File: src/design/ats_mul.sv
// ----------------------------------------------------------------------------
// ats_mul: shared registered multiplier
// Full product of two unsigned operands, registered and available in the next cycle.
// ----------------------------------------------------------------------------
module ats_mul #(
    parameter int A_W = 32,
    parameter int B_W = 32
) (
    input  logic               aclk,
    input  logic [A_W-1:0]     a,
    input  logic [B_W-1:0]     b,
    output logic [A_W+B_W-1:0] p
);

    logic [A_W+B_W-1:0] p_reg;

    always_ff @(posedge aclk) begin
        p_reg <= (A_W+B_W)'(a) * (A_W+B_W)'(b);
    end

    assign p = p_reg;

endmodule

File: config.mk
export PLATFORM = sky130hd
export DESIGN_NAME = ats_mul
export DESIGN_NICKNAME = d
export VERILOG_FILES = /design/src/design/ats_mul.sv
export SDC_FILE = /design/constraint.sdc
export NUM_CORES = 2
export LEC_CHECK = 0
export BUFFER_PORTS_ARGS = -buffer_cell sky130_fd_sc_hd__buf_2
export CAP_MARGIN = 5
export CORE_ASPECT_RATIO = 0.5
export CORE_UTILIZATION = 55
export CTS_CLUSTER_DIAMETER = 100
export DETAILED_ROUTE_END_ITERATION = 8
export GPL_TIMING_DRIVEN = 1
export PLACE_DENSITY = 0.72
export RECOVER_POWER = 25
export REMOVE_ABC_BUFFERS = 1
export SETUP_SLACK_MARGIN = 0.2
export SLEW_MARGIN = 20
export SYNTH_ARGS = -nofsm -noshare
export SYNTH_HDL_FRONTEND = slang
export SYNTH_SLANG_ARGS = --single-unit
File: constraint.sdc
create_clock -name aclk -period 9.4 [get_ports aclk]
set_clock_uncertainty 0.05 [all_clocks]
set_input_delay 1.88 -clock aclk [delete_from_list [all_inputs] [get_ports aclk]]
set_output_delay 1.88 -clock aclk [all_outputs]
set_load 0.01 [all_outputs]
==> out/metrics.csv <==
metric;value;unit
outcome;complete, no violations;
die height;180;microns
Die X;357;microns
Final ANT Viol Nets;0;
metal1 wirelength;35.7;mm
Storage cell area;1280;sq um
Hold Crit Depth;2;
WL met2;45.8;mm
crit path launch type;input pin;
synthesized area;34700;sq um
final-report setup violation count;0;
overall routing resource usage;29.6;%
max reg flops;64;
Max Slew Vio Count;0;
H-Tree Depth;3;
#FFs+latches synth;64;
top-area cell type share of the netlist area;51.7;%
Post-CTS Hold Fix Bufs;0;
CP Capture Type;flop;
final-layout fill cell count;5322;
WP data arrival;9.11;ns
Multi-input gate area;29300;sq um
Avg Cell Area, Syn;9.25;sq um
IO Count;129;
Relative slew margins;36.6;%
Synth Warn #;0;
Post-synth EDFFs;0;
via count;25187;
CTS max path bufs;2;
Routed wire per std cell;19.5;microns
final hold vios;0;
Post-DP Area;36500;sq um
Overflow after GRT;0;
Routed WL;89.9;mm
WHS Endpoint;p[0]$_DFF_P_;
Layout Cells excl Fill;4613;
Worst EP required;9.59;ns
Layout area overhead;6.21;%
Worst-path clk slew;0.06;ns
ys flop type;dfxtp_1;
HPWL Detailed;75.4;mm
post-route cell area;36800;sq um
synth top area cells;fa_1 52%, and2_1 11%, ha_1 9.5%, inv_1 9.4%, nand2_1 5.2%;
number of global-route vias before repair;27836;
highest routed layer;met5;
RSZ-0062 raised after global routing;no;
sequential element share of the synthesized area;3.69;%
Cells after Synth;3748;
Final nets;5006;
root buffer cell;clkbuf_16;
share of cells above drive strength 1;6.50;%
DR iter-0 viols;1487;
Hold Path Class;in2reg;
clk sinks;64;
Num CTS Buffers;9;
critical path fanouts, max;9;
port buffer count;128;
CTS tree;done;
f_max;112;MHz
largest net degree at the start of global routing;33;
Starting Density;56.2;%
gpl congestion;0.971;
max_cap viols;0;
FP Rows;64;
vias per cell;5.46;
synth unique cells;57;
drt drc;0;
largest area contributor in the netlist;fa_1;
die area;64100;sq um
placed insts;4596;
HP Start;a[0];
core box area;61700;sq um
first-pass GRT wire length;147;mm
final worst path period need;8.93;ns
final period utilization;95.0;%
initial antenna violation count;4;
kind of critical path;in2reg;
setup_tns;0;ns
Async SR Flop Fraction;0;%
met3 WL;5.47;mm
DR pass1 iterations;7;
Least-Margin Pin Slew;0.952;ns
-- worst max path at each step --
stage	start	endpoint	slack [ns]
2_1_floorplan	a[26]	p[62]$_DFF_P_	1.00
3_3_place_gp	a[24]	p[62]$_DFF_P_	0.17
3_5_place_dp	a[24]	p[58]$_DFF_P_	0.07
4_1_cts	a[24]	p[62]$_DFF_P_	0.41
5_1_grt	a[24]	p[62]$_DFF_P_	0.22
6_report	a[23]	p[62]$_DFF_P_	0.47
-- layout make-up --
class	count	area share, %
Timing Repair Buffer	243	4.36
Antenna cell	1	0.00679
Clock buffer	9	0.611
Multi-Input combinational cell	2599	79.7
Tap cell	825	2.80
Clock inverter	7	0.279
Inverter	865	8.82
Sequential cell	64	3.48
-- cell usage in the layout (no fill, tap or decap), types with 10 or more instances in the layout --
| master | synthesis | routed |
|---|---|---|
| and2_1 | 602 | 602 |
| ha_1 | 263 | 263 |
| nor2_1 | 20 | 20 |
| a21oi_1 | 63 | 63 |
| nand2_1 | 480 | 480 |
| o21ai_0 | 21 | 21 |
| inv_1 | 865 | 865 |
| clkbuf_4 | 0 | 11 |
| and3_1 | 14 | 14 |
| a21o_1 | 40 | 40 |
| clkbuf_1 | 213 | 32 |
| nand3_1 | 10 | 10 |
| nand4_1 | 23 | 23 |
| xor2_1 | 25 | 25 |
| fa_1 | 896 | 896 |
| o21bai_1 | 10 | 10 |
| dfxtp_1 | 64 | 64 |
| xnor2_1 | 35 | 35 |
| a31oi_1 | 12 | 11 |
| buf_2 | 6 | 85 |
| buf_4 | 0 | 106 |
-- Yosys cell counts, types with 4 or more instances --
cell type	count
nand2_1	480
xor2_1	25
and2_1	602
dfxtp_1	64
xnor2_1	35
clkbuf_1	213
nand3_1	10
nor3_1	7
a21o_1	40
nor2_1	20
ha_1	263
a31oi_1	12
o21bai_1	10
and3_1	14
fa_1	896
a221o_1	4
buf_2	6
nand4_1	23
o21a_1	9
inv_1	865
o21ai_0	21
a21oi_1	63
o21ai_1	5
-- repair_timing --
| action | in CTS | in global routing |
|---|---|---|
| setup buffers | 0 | 0 |
| resized for setup | 0 | 14 |
| setup endpoints to repair | 0 | 5 |
-- cell families after synthesis --
family,Yosys count,synth area share [%]
AND/OR/NAND/NOR,1177,17.6
adder cells (fa/ha/maj),1159,61.2
buffers and inverters,1085,11.8
AO/OA/AOI/OAI,202,4.15
flip-flops,64,3.69
XOR/XNOR,60,1.52
multiplexers,1,0.0289
-- worst max-delay path: stages --
cell and delay (ns):
buf_2 0.20, buf_4 0.22, and2_1 0.18, fa_1 0.53, inv_1 0.05, fa_1 0.50
fa_1 0.47, fa_1 0.58, inv_1 0.06, fa_1 0.48, fa_1 0.62, fa_1 0.44
fa_1 0.47, ha_1 0.39, a21oi_1 0.24, o21a_1 0.19, a2bb2oi_1 0.21, o211a_1 0.23
a31oi_4 0.11, buf_4 0.19, a31o_2 0.22, a211oi_1 0.34, o21ai_1 0.14, xor2_1 0.15
-- stage by stage --
stage               hold WS, ns  util [%]  setup WS, ns
floorplan                  1.95         -          1.00
CTS                        2.08      59.6         0.408
global route               2.10      59.7         0.217
global placement           2.22      59.1         0.166
detailed placement         2.22      59.1        0.0664
finish                     2.10      59.7         0.474
-- metal layers --
layer	global-route usage (%)	vias to the layer above
met4	8.84	2
li1	-	10904
met5	0	-
met1	38.4	13311
met3	4.32	172
met2	51.3	798
Power is not shown: default switching activity piles up to over one toggle a cycle in this logic, so the estimate is an artifact.
