`src/design/ats_ram.sv`:
```
// ----------------------------------------------------------------------------
// ats_ram: generic single-port-write, single-port-read RAM
// One write and one registered read per cycle.
// ----------------------------------------------------------------------------
module ats_ram #(
    parameter int WIDTH = 8,
    parameter int DEPTH = 64
) (
    input  logic                     aclk,
    input  logic                     we,
    input  logic [$clog2(DEPTH)-1:0] waddr,
    input  logic [WIDTH-1:0]         wdata,
    input  logic [$clog2(DEPTH)-1:0] raddr,
    output logic [WIDTH-1:0]         rdata
);

    logic [WIDTH-1:0] mem_reg [DEPTH];
    logic [WIDTH-1:0] rdata_reg;

    always_ff @(posedge aclk) begin
        if (we) begin
            mem_reg[waddr] <= wdata;
        end
        rdata_reg <= mem_reg[raddr];
    end

    assign rdata = rdata_reg;

endmodule

```
`config.mk`:
```
export PLATFORM = sky130hd
export DESIGN_NAME = ats_ram
export DESIGN_NICKNAME = d
export VERILOG_FILES = /design/src/design/ats_ram.sv
export SDC_FILE = /design/constraint.sdc
export NUM_CORES = 1
export LEC_CHECK = 0
export ABC_AREA = 0
export BUFFER_PORTS_ARGS = -buffer_cell sky130_fd_sc_hd__buf_2
export CAP_MARGIN = 0
export CORE_MARGIN = 3
export CORE_UTILIZATION = 40
export DETAILED_ROUTE_END_ITERATION = 8
export MAX_ROUTING_LAYER = met4
export PLACE_DENSITY_LB_ADDON = 0.2
export SLEW_MARGIN = 0
export SYNTH_ARGS = -nofsm -noshare
export SYNTH_HDL_FRONTEND = slang
export SYNTH_SLANG_ARGS = --single-unit
```
`constraint.sdc`:
```
create_clock -name aclk -period 2.05 [get_ports aclk]
set_input_delay 0.205 -clock aclk [delete_from_list [all_inputs] [get_ports aclk]]
set_output_delay 0.205 -clock aclk [all_outputs]
set_load 0.01 [all_outputs]
```
==> results.sh <==
export IMPL_die_width_um=231
export IMPL_syn_inst=940
export IMPL_yosysTopAreaCell="edfxtp_1"
export IMPL_die_h_um=231
export IMPL_r2r_start="mem_reg[55][5]"
export IMPL_worstSetupStartpoint="mem_reg[55][5]"
export IMPL_ys_types=40
export IMPL_crit_type="register to register"
export IMPL_async_reset_ff_frac=0
export IMPL_pin_count=30
export IMPL_syn_avg_cell_area_um2=21.5
export IMPL_rr_worst_depth=4
export IMPL_run_status="finished, final reports clean"
export IMPL_cts_sinks=520
export IMPL_timing_final_hold_violations=0
export IMPL_first_iter_violations=784
export IMPL_intPower_uw=17700
export IMPL_core_um2=49400
export IMPL_drv_cap=0
export IMPL_worst_pin_slew_ns=0.692
export IMPL_crit_arrival_ns=2.45
export IMPL_p_leak_uw=0.00782
export IMPL_fin_nets=1160
export IMPL_grt_total_usage=0.185
export IMPL_cp_start_kind="register"
export IMPL_synthDominantCellAreaShare=0.762
export IMPL_die_area_um2=53100
export IMPL_path_max_fanout=1
export IMPL_detail_route_antenna_nets=0
export IMPL_initial_core_util=0.409
export IMPL_dpl_hpwl_mm=29.5
export IMPL_gp_congestion=0.816
export IMPL_worstReg2RegEnd="rdata[5]"
export IMPL_hold_end="mem_reg[34][5]"
export IMPL_firstDrtPassIters=5
export IMPL_fin_cells=1845
export IMPL_cts_buffers=55
export IMPL_relSlewSlack=0.539
export IMPL_drcViolationCount=0
export IMPL_drive_gt1_frac=0.346
export IMPL_grt_pass1_wl_mm=69.4
export IMPL_fp_row_count=81
export IMPL_ys_seq_area_frac=0.770
export IMPL_synth_edf_count=512
export IMPL_clock_latency_ns=0.60
export IMPL_routed_wirelength_mm=46.6
export IMPL_finalSetupTns_ns=0
export IMPL_netSwitchingFraction=0.211
export IMPL_synth_most_common_cell="edfxtp_1"
export IMPL_fin_worst_skew_ns=0.0245
export IMPL_synth_seq_cells=520
export IMPL_seq_power_share=0.527
export IMPL_syn_area_um2=20200
export IMPL_clock_path_buffers=3
export IMPL_finalSetupViolCount=0
export IMPL_synth_area_leaders="edfxtp_1, mux4_2, nor2_1"
export IMPL_power_switching_uw=4730
export IMPL_clockPowerShare=0.417
export IMPL_clockRootBuffer="clkbuf_16"
export IMPL_period_minus_slack_ns=1.99
export IMPL_min_from="wdata[5]"
export IMPL_ys_flop_type="edfxtp_1"
export IMPL_rsz0062_at_grt="no"
export IMPL_worst_ir_drop_vdd_v=0.000536
export IMPL_viasPerCell=5.36
export IMPL_syn_nets=962
export IMPL_h_tree_depth=2
export IMPL_fillers=4046
export IMPL_reg2reg_setup_slack_ns=0.06
export IMPL_powerDensity_nw_per_um2=933
export IMPL_grt_start_max_net_pins=65
export IMPL_dp_cells=1744
export IMPL_fmax_mhz=503
export IMPL_hold_depth=1
export IMPL_endpoint_kind="register"
export IMPL_antenna_found_initial=1
export IMPL_largest_reg_flops=512
export IMPL_final_max_slew_viol_count=0
export IMPL_wl_per_cell_um=25.3
export IMPL_pre_cts_slack_ns=-0.345
export IMPL_layout_setup_ws_ns=0.0612
export IMPL_yosysWarnings=0
export IMPL_grt_overflow=0
export IMPL_clkTransAtPathRegs_ns=0.06
export IMPL_ys_top_cells_by_count="edfxtp_1, mux4_2, nor2_1"
export IMPL_port_buffers=29
export IMPL_hold_slack_ns=0.0976
export IMPL_vias=9893
export IMPL_cts_tree="done"
export IMPL_worstPathRequired_ns=2.51
export IMPL_pwr_share_comb=0.056
export IMPL_hp_class="input port to register"
export IMPL_fin_crit_sh=0.970
export IMPL_syn_to_final_growth_pct=19.1
export IMPL_grt_pass1_vias=10300
export IMPL_final_core_util=0.487
==> power by group through the flow <==
stage               clock network [µW]  registers [µW]  logic, µW
floorplan                            0           12000        627
global placement                     0           12000       1250
detailed placement                   0           12000       1270
CTS                               9560           11800       1270
global route                     10000           11800       1350
finish                            9330           11800       1260
==> worst max-delay path: stages (launching register included) <==
cell	delay, ns
edfxtp_1	0.37
mux4_2	0.49
mux4_2	0.51
o21ai_1	0.33
o41ai_1	0.17
==> layer usage <==
metal | wire length [µm] | vias to the layer above | GRT usage
met5 | 0 | - | -
met2 | 21700 | 303 | 0.277
met3 | 3110 | 91 | 0.0375
li1 | - | 4327 | -
met4 | 1370 | 0 | 0.0622
met1 | 20400 | 5172 | 0.255
==> layout make-up <==
| class | count | area [µm²] | area share |
|---|---|---|---|
| flip-flops and latches | 520 | 15500 | 0.647 |
| multi-input cells | 369 | 4330 | 0.180 |
| repair buffers | 192 | 1620 | 0.0676 |
| clock buffers | 64 | 1430 | 0.0596 |
| well taps | 664 | 831 | 0.0346 |
| clock inverters | 35 | 256 | 0.0107 |
| diodes | 1 | 2.50 | 0.000104 |
==> worst max path at each step <==
stage | endpoint | slack, ns | cells past startpoint
6_report | rdata[5] | 0.06 | 4
5_1_grt | rdata[5] | 0.004 | 4
4_1_cts | rdata[5] | 0.05 | 4
3_5_place_dp | rdata[3] | -0.35 | 7
3_3_place_gp | rdata[3] | -0.39 | 7
2_1_floorplan | rdata[3] | 0.18 | 7
==> logic make-up (layout without fill, tap and decap cells) <==
group,count (synthesis),count (layout),share of synthesized area
flip-flops,520,520,0.770
multiplexers,162,162,0.159
other,0,1,0
AND/OR/NAND/NOR,153,153,0.0339
AO/OA/AOI/OAI,54,54,0.0207
buffers and inverters,51,291,0.0157
==> per-stage QoR <==
step / cell area, µm² / power, µW
final: 24000 / 22400
after global routing: 24000 / 23200
after CTS: 24000 / 22600
after detailed placement: 22300 / 13300
after global placement: 22300 / 13300
after floorplan: 20200 / 12600
==> cell usage in the layout, fill, tap and decap left out, drive strengths merged, types with 3 or more instances in the layout <==
master / instances
nor2b: 14
edfxtp: 512
a221oi: 6
nand2b: 7
dfxtp: 8
nor3: 7
o2bb2ai: 3
clkinv: 27
mux2: 13
nand3: 13
nor2: 83
mux2i: 23
inv: 3
a21oi: 3
o22ai: 8
o21ai: 4
clkbuf: 65
nand3b: 3
a211oi: 4
mux4: 126
nand2: 19
o2111ai: 3
o221ai: 8
bufinv: 3
buf: 190
a22oi: 3
==> what timing repair did <==
action | 4_1_cts | 5_1_grt
gates resized for setup | 2 | 2
buffers inserted | 0 | 0
endpoints found under the hold margin | 1 | 0
setup endpoints to repair | 2 | 2
hold buffers | 1 | 0
(Power assumes the default switching activity.)
