<file path="src/design/ats_div.sv">
// ----------------------------------------------------------------------------
// ats_div: bit-serial remainder unit
// Restoring division, one dividend bit per cycle; the remainder is held after done.
// ----------------------------------------------------------------------------
module ats_div #(
    parameter int NUM_W = 64,
    parameter int DEN_W = 11
) (
    input  logic             aclk,
    input  logic             aresetn,
    input  logic             start,
    input  logic [NUM_W-1:0] dividend,
    input  logic [DEN_W-1:0] divisor,
    output logic             done,
    output logic [DEN_W-1:0] rem
);

    localparam int CW = $clog2(NUM_W + 1);

    logic [NUM_W-1:0] num_reg;
    logic [DEN_W-1:0] den_reg;
    logic [DEN_W-1:0] rem_reg;
    logic [CW-1:0]    cnt_reg;
    logic             busy_reg;
    logic             done_reg;
    logic [DEN_W:0]   trial;
    logic [DEN_W:0]   diff;

    assign trial = {rem_reg, num_reg[NUM_W-1]};
    assign diff  = trial - {1'b0, den_reg};

    always_ff @(posedge aclk) begin
        if (!aresetn) begin
            busy_reg <= 1'b0;
            done_reg <= 1'b0;
            cnt_reg  <= '0;
        end else begin
            done_reg <= 1'b0;
            if (start) begin
                num_reg  <= dividend;
                den_reg  <= divisor;
                rem_reg  <= '0;
                cnt_reg  <= CW'(NUM_W);
                busy_reg <= 1'b1;
            end else if (busy_reg) begin
                // Shift one bit in and subtract when the divisor fits.
                if (trial >= {1'b0, den_reg}) begin
                    rem_reg <= diff[DEN_W-1:0];
                end else begin
                    rem_reg <= trial[DEN_W-1:0];
                end
                num_reg <= num_reg << 1;
                cnt_reg <= cnt_reg - CW'(1);
                if (cnt_reg == CW'(1)) begin
                    busy_reg <= 1'b0;
                    done_reg <= 1'b1;
                end
            end
        end
    end

    assign done = done_reg;
    assign rem  = rem_reg;

endmodule

</file>
<file path="config.mk">
export PLATFORM = sky130hd
export DESIGN_NAME = ats_div
export DESIGN_NICKNAME = d
export VERILOG_FILES = /design/src/design/ats_div.sv
export SDC_FILE = /design/constraint.sdc
export NUM_CORES = 1
export LEC_CHECK = 0
export BUFFER_PORTS_ARGS = -buffer_cell sky130_fd_sc_hd__buf_2
export CORE_MARGIN = 2
export CORE_UTILIZATION = 29
export CTS_BUF_LIST = sky130_fd_sc_hd__clkbuf_16
export DETAILED_ROUTE_END_ITERATION = 10
export PLACE_DENSITY = 0.59
export SETUP_SLACK_MARGIN = 0.2
export SYNTH_ARGS = -nofsm -noshare
export SYNTH_HDL_FRONTEND = slang
export SYNTH_SLANG_ARGS = --single-unit
</file>
<file path="constraint.sdc">
create_clock -name aclk -period 3.5 [get_ports aclk]
set_clock_uncertainty 0.15 [all_clocks]
set_input_delay 0.175 -clock aclk [delete_from_list [all_inputs] [get_ports aclk]]
set_output_delay 0.175 -clock aclk [all_outputs]
set_load 0.005 [all_outputs]
</file>
==> flow_results.org <==
** Outcome
- The run finished with clean final reports.

** STA
- For the pin with the worst max-slew slack, the measured transition is 0.617 ns.
- Hold violation count in the final report :: 0
- Setup violations remaining at the end of the flow were counted as 0.
- Measured against its own limit, the worst slew margin works out to 0.588.
- Setup repair after global routing missed its margin :: false
- The count of pins over their slew limit was 0.
- Highest achievable clock rate :: 360 MHz
- In the finished design, the share of the clock period the worst path needs comes to 0.793.
- Shortest period the worst path allows :: 2.78 ns
- For the final routed database, the setup TNS stands at 0 ns.

** Clocking
- Setup bufs post-CTS :: 0
- Clock edge transition at the registers on the reported setup and hold paths :: 0.07 ns
- Clock latency on the worst-skew pair, taken at its later pin, is 0.35 ns.
- Number of hold buffers added after cts :: 74
- The clock passes through at most 2 buffers.
- TritonCTS clock tree :: built
- Clock Sink Count :: 95
- Inserted Clock Buffers :: 9
- Total of cells resized after clock tree synthesis :: 0
- The H-tree was split into 3 levels.
- Clock tree root driver cell :: sky130_fd_sc_hd__clkbuf_16

** Routing
- Summed over all nets, wire length on met3 after detailed routing comes to 357 microns.
- Wire per inst :: 14.1 microns
- The routed design uses 4.71 mm of met2 wire.
- The routed layout has 3047 vias.
- Met1 routed wirelength after detailed routing :: 4.20 mm
- The first routing iteration left 137 violations.
- The first detailed-routing pass took 4 iterations.
- DRC violations left :: 0
- Average vias per placed instance :: 4.55
- Wires add up to 9.43 mm.
- Antenna Violating Nets Remaining :: 0
- The highest layer touched by signal routing is met4.

** Setup path
- The worst setup path is launched from a register.
- Along the worst path, the maximum fanout reaches 12.
- Data required time of the worst path :: 3.55 ns
- The worst register-to-register path ends at rem[6]$_SDFFCE_PP0P_.
- Startpoint of the most critical register-to-register path :: num_reg[63]$_DFFE_PP_
- Endpoint kind of the worst setup timing path :: register
- Number of cells traversed by the worst register-to-register path :: 9
- Worst EP arrival :: 2.83 ns
- The critical path in this run is classified as register to register.
- The setup check on the worst reg-to-reg path leaves a slack of 0.72 ns.

** Synth
- Synthesized instance count :: 312
- Number of distinct standard cells referenced by the synthesized netlist :: 45
- Top-count cell post-synth :: sky130_fd_sc_hd__edfxtp_1
- Avg Synthesized Cell Area :: 14.4 sq um
- The share of the Yosys chip area taken by registers is 0.616.
- In the post-synthesis netlist, the biggest area contributors are sky130_fd_sc_hd__edfxtp_1 (58%), sky130_fd_sc_hd__mux2_2 (16%), sky130_fd_sc_hd__dfxtp_1 (4.0%), sky130_fd_sc_hd__ha_1 (3.6%), sky130_fd_sc_hd__nor2_1 (1.6%).
- Area fraction of the dominant cell type after synthesis :: 0.576
- Summing every instance area after synthesis gives 4490 sq um.
- In this run, synthesis produced a sequential element count of 95.
- After synthesis, the share of flip-flops with an asynchronous set or reset is 0.
- For this run, the leading register cell type out of synthesis is sky130_fd_sc_hd__edfxtp_1.
- After synthesis, the most frequently instantiated cells are sky130_fd_sc_hd__edfxtp_1 (86), sky130_fd_sc_hd__mux2_2 (63), sky130_fd_sc_hd__nor2_1 (19).
- The number of nets handed over by synthesis was 404.
- For this run, the number of Yosys warnings is 0.
- Largest area contributor in the synthesized netlist :: sky130_fd_sc_hd__edfxtp_1
- Yosys mapped a number of flops with a built-in enable equal to 86.

** Floorplanning
- Core ar. :: 15100 sq um
- Area of the die :: 16500 sq um
- Number of rows created at floorplan :: 45
- Y dimension of the die :: 128 microns
- In this run the horizontal extent of the chip is 128 microns.
- Number of I/O pins :: 90
- For this configuration, the core starts out at a cell density of 0.296.

** Finish
- Synth-to-layout area growth :: 37.5%
- Number of flip-flops in the largest register :: 64
- In the final layout, the share of cells above drive strength 1 is 0.367.
- Fill cells in the final layout number 1435.
- Summing all multi-input logic gate instances after layout gives 1600 sq um.
- Sequential cell area :: 2760 sq um
- Diode count :: 0
- The net count of the finished layout is 569.

** Pwr
- Power spread over the standard cell area amounts to 458 nW/um^2.
- IR analysis of the VDD net gives a maximum drop of 0.245 mV.
- Sequential group share of total power :: 0.487
- Share of total power in combinational logic :: 0.166
- Switching portion of total power :: 0.242
- The design draws 2.82 mW.
- Total net switching power :: 0.683 mW
- Summed over all cells, the static leakage comes to 2.40 nW.
- Internal power comes to 2.14 mW.
- Clock Power Share :: 0.346

** Placement
- Port-buffer cells :: 89
- Half-perimeter wire length of the detailed placement result :: 5.93 mm
- Routability-driven placement finished with a final weighted congestion of 0.805.

** Global routing
- Summed over all layers, the global routing overflow is 0.
- Entering global routing, the biggest net connects 49 pins.
- In the global route stage, overall resource usage came out at 0.119.
- Initial antenna violation count :: 0
- The first global-routing pass estimated 15.1 mm of wire.
- The number of global-route vias before repair was 3071.

** Hold path
- The worst hold path belongs to the class input port to register.
- Worst min-delay path endpoint :: num_reg[2]$_DFFE_PP_
- Hold path start :: dividend[2]
- Counting instances, the worst hold path has a depth of 2.

** Job
- Max-cap violations in this run came to 0.
==> worst max-delay path: stages, from the launching register on <==
cell and delay (ns):
sky130_fd_sc_hd__edfxtp_1 0.35, sky130_fd_sc_hd__inv_1 0.05, sky130_fd_sc_hd__ha_1 0.24, sky130_fd_sc_hd__fa_1 0.40
sky130_fd_sc_hd__nand2b_1 0.20, sky130_fd_sc_hd__a21oi_2 0.24, sky130_fd_sc_hd__o21ai_1 0.13, sky130_fd_sc_hd__a21o_1 0.31
sky130_fd_sc_hd__or3b_1 0.42, sky130_fd_sc_hd__a21oi_1 0.14
==> worst max path at each step <==
| stage | cells past startpoint | endpoint | startpoint |
|---|---|---|---|
| after floorplan | 3 | num_reg[0]$_SDFFCE_PN0P_ | start |
| after global placement | 9 | rem[6]$_SDFFCE_PP0P_ | num_reg[63]$_DFFE_PP_ |
| after detailed placement | 9 | rem[6]$_SDFFCE_PP0P_ | num_reg[63]$_DFFE_PP_ |
| after CTS | 9 | rem[6]$_SDFFCE_PP0P_ | num_reg[63]$_DFFE_PP_ |
| after global routing | 9 | rem[4]$_SDFFCE_PP0P_ | num_reg[63]$_DFFE_PP_ |
| final | 9 | rem[6]$_SDFFCE_PP0P_ | num_reg[63]$_DFFE_PP_ |
==> cell type report <==
| class | count | area share |
|---|---|---|
| Clock buffer | 9 | 0.0365 |
| Clock inverter | 7 | 0.0105 |
| Inverter | 17 | 0.0103 |
| Multi-Input combinational cell | 189 | 0.259 |
| Sequential cell | 95 | 0.448 |
| Tap cell | 188 | 0.0381 |
| Timing Repair Buffer | 165 | 0.197 |
==> kinds of logic (layout without fill, tap and decap cells) <==
logic type / Yosys count / count (layout) / synth area share
adders and majority gates: 14 / 14 / 0.0407
muxes: 63 / 63 / 0.158
buffers and inverters: 28 / 198 / 0.0296
AOI/OAI and AO/OA: 42 / 42 / 0.0661
xor gates and xnor gates: 7 / 7 / 0.0137
and+or+nand+nor: 63 / 63 / 0.0761
DFF: 95 / 95 / 0.616
==> per-layer routing <==
metal,up-vias,GRT usage
met2,67,0.197
met1,1459,0.147
met4,0,0.0595
met3,11,0.0270
li1,1510,-
met5,-,0
==> cells in the final DEF (no fill, tap or decap), types with 5 or more instances in the layout <==
cell and instances:
sky130_fd_sc_hd__buf_2 88, sky130_fd_sc_hd__edfxtp_1 86, sky130_fd_sc_hd__dlygate4sd3_1 74, sky130_fd_sc_hd__mux2_2 63, sky130_fd_sc_hd__inv_1 19, sky130_fd_sc_hd__nor2_1 19
sky130_fd_sc_hd__ha_1 13, sky130_fd_sc_hd__a21oi_1 11, sky130_fd_sc_hd__nand2_1 10, sky130_fd_sc_hd__dfxtp_1 9, sky130_fd_sc_hd__clkbuf_16 9, sky130_fd_sc_hd__o21a_1 6
sky130_fd_sc_hd__o21ai_0 5, sky130_fd_sc_hd__nor3_1 5, sky130_fd_sc_hd__xor2_1 5
==> power groups by stage <==
stage	registers [mW]	clock network, mW	logic, mW
2_1_floorplan	1.39	0	0.292
3_3_place_gp	1.40	0	0.396
3_5_place_dp	1.40	0	0.405
4_1_cts	1.38	1.02	0.471
5_1_grt	1.38	1.06	0.522
6_report	1.38	0.978	0.469
==> through the flow <==
stage | cells | instance area (sq um) | hold WS, ns | util | worst slack [ns]
finish | 670 | 6170 | 0.00849 | 0.407 | 0.723
global route | 670 | 6170 | 0.00642 | 0.407 | 0.542
CTS | 670 | 6170 | 0.000603 | 0.407 | 0.717
detailed placement | 580 | 5140 | 0.204 | 0.339 | 0.773
global placement | 580 | 5140 | 0.204 | 0.339 | 0.836
floorplan | 312 | 4490 | 0.124 | - | 0.540
Note: power is estimated with default switching activity, not from simulation.
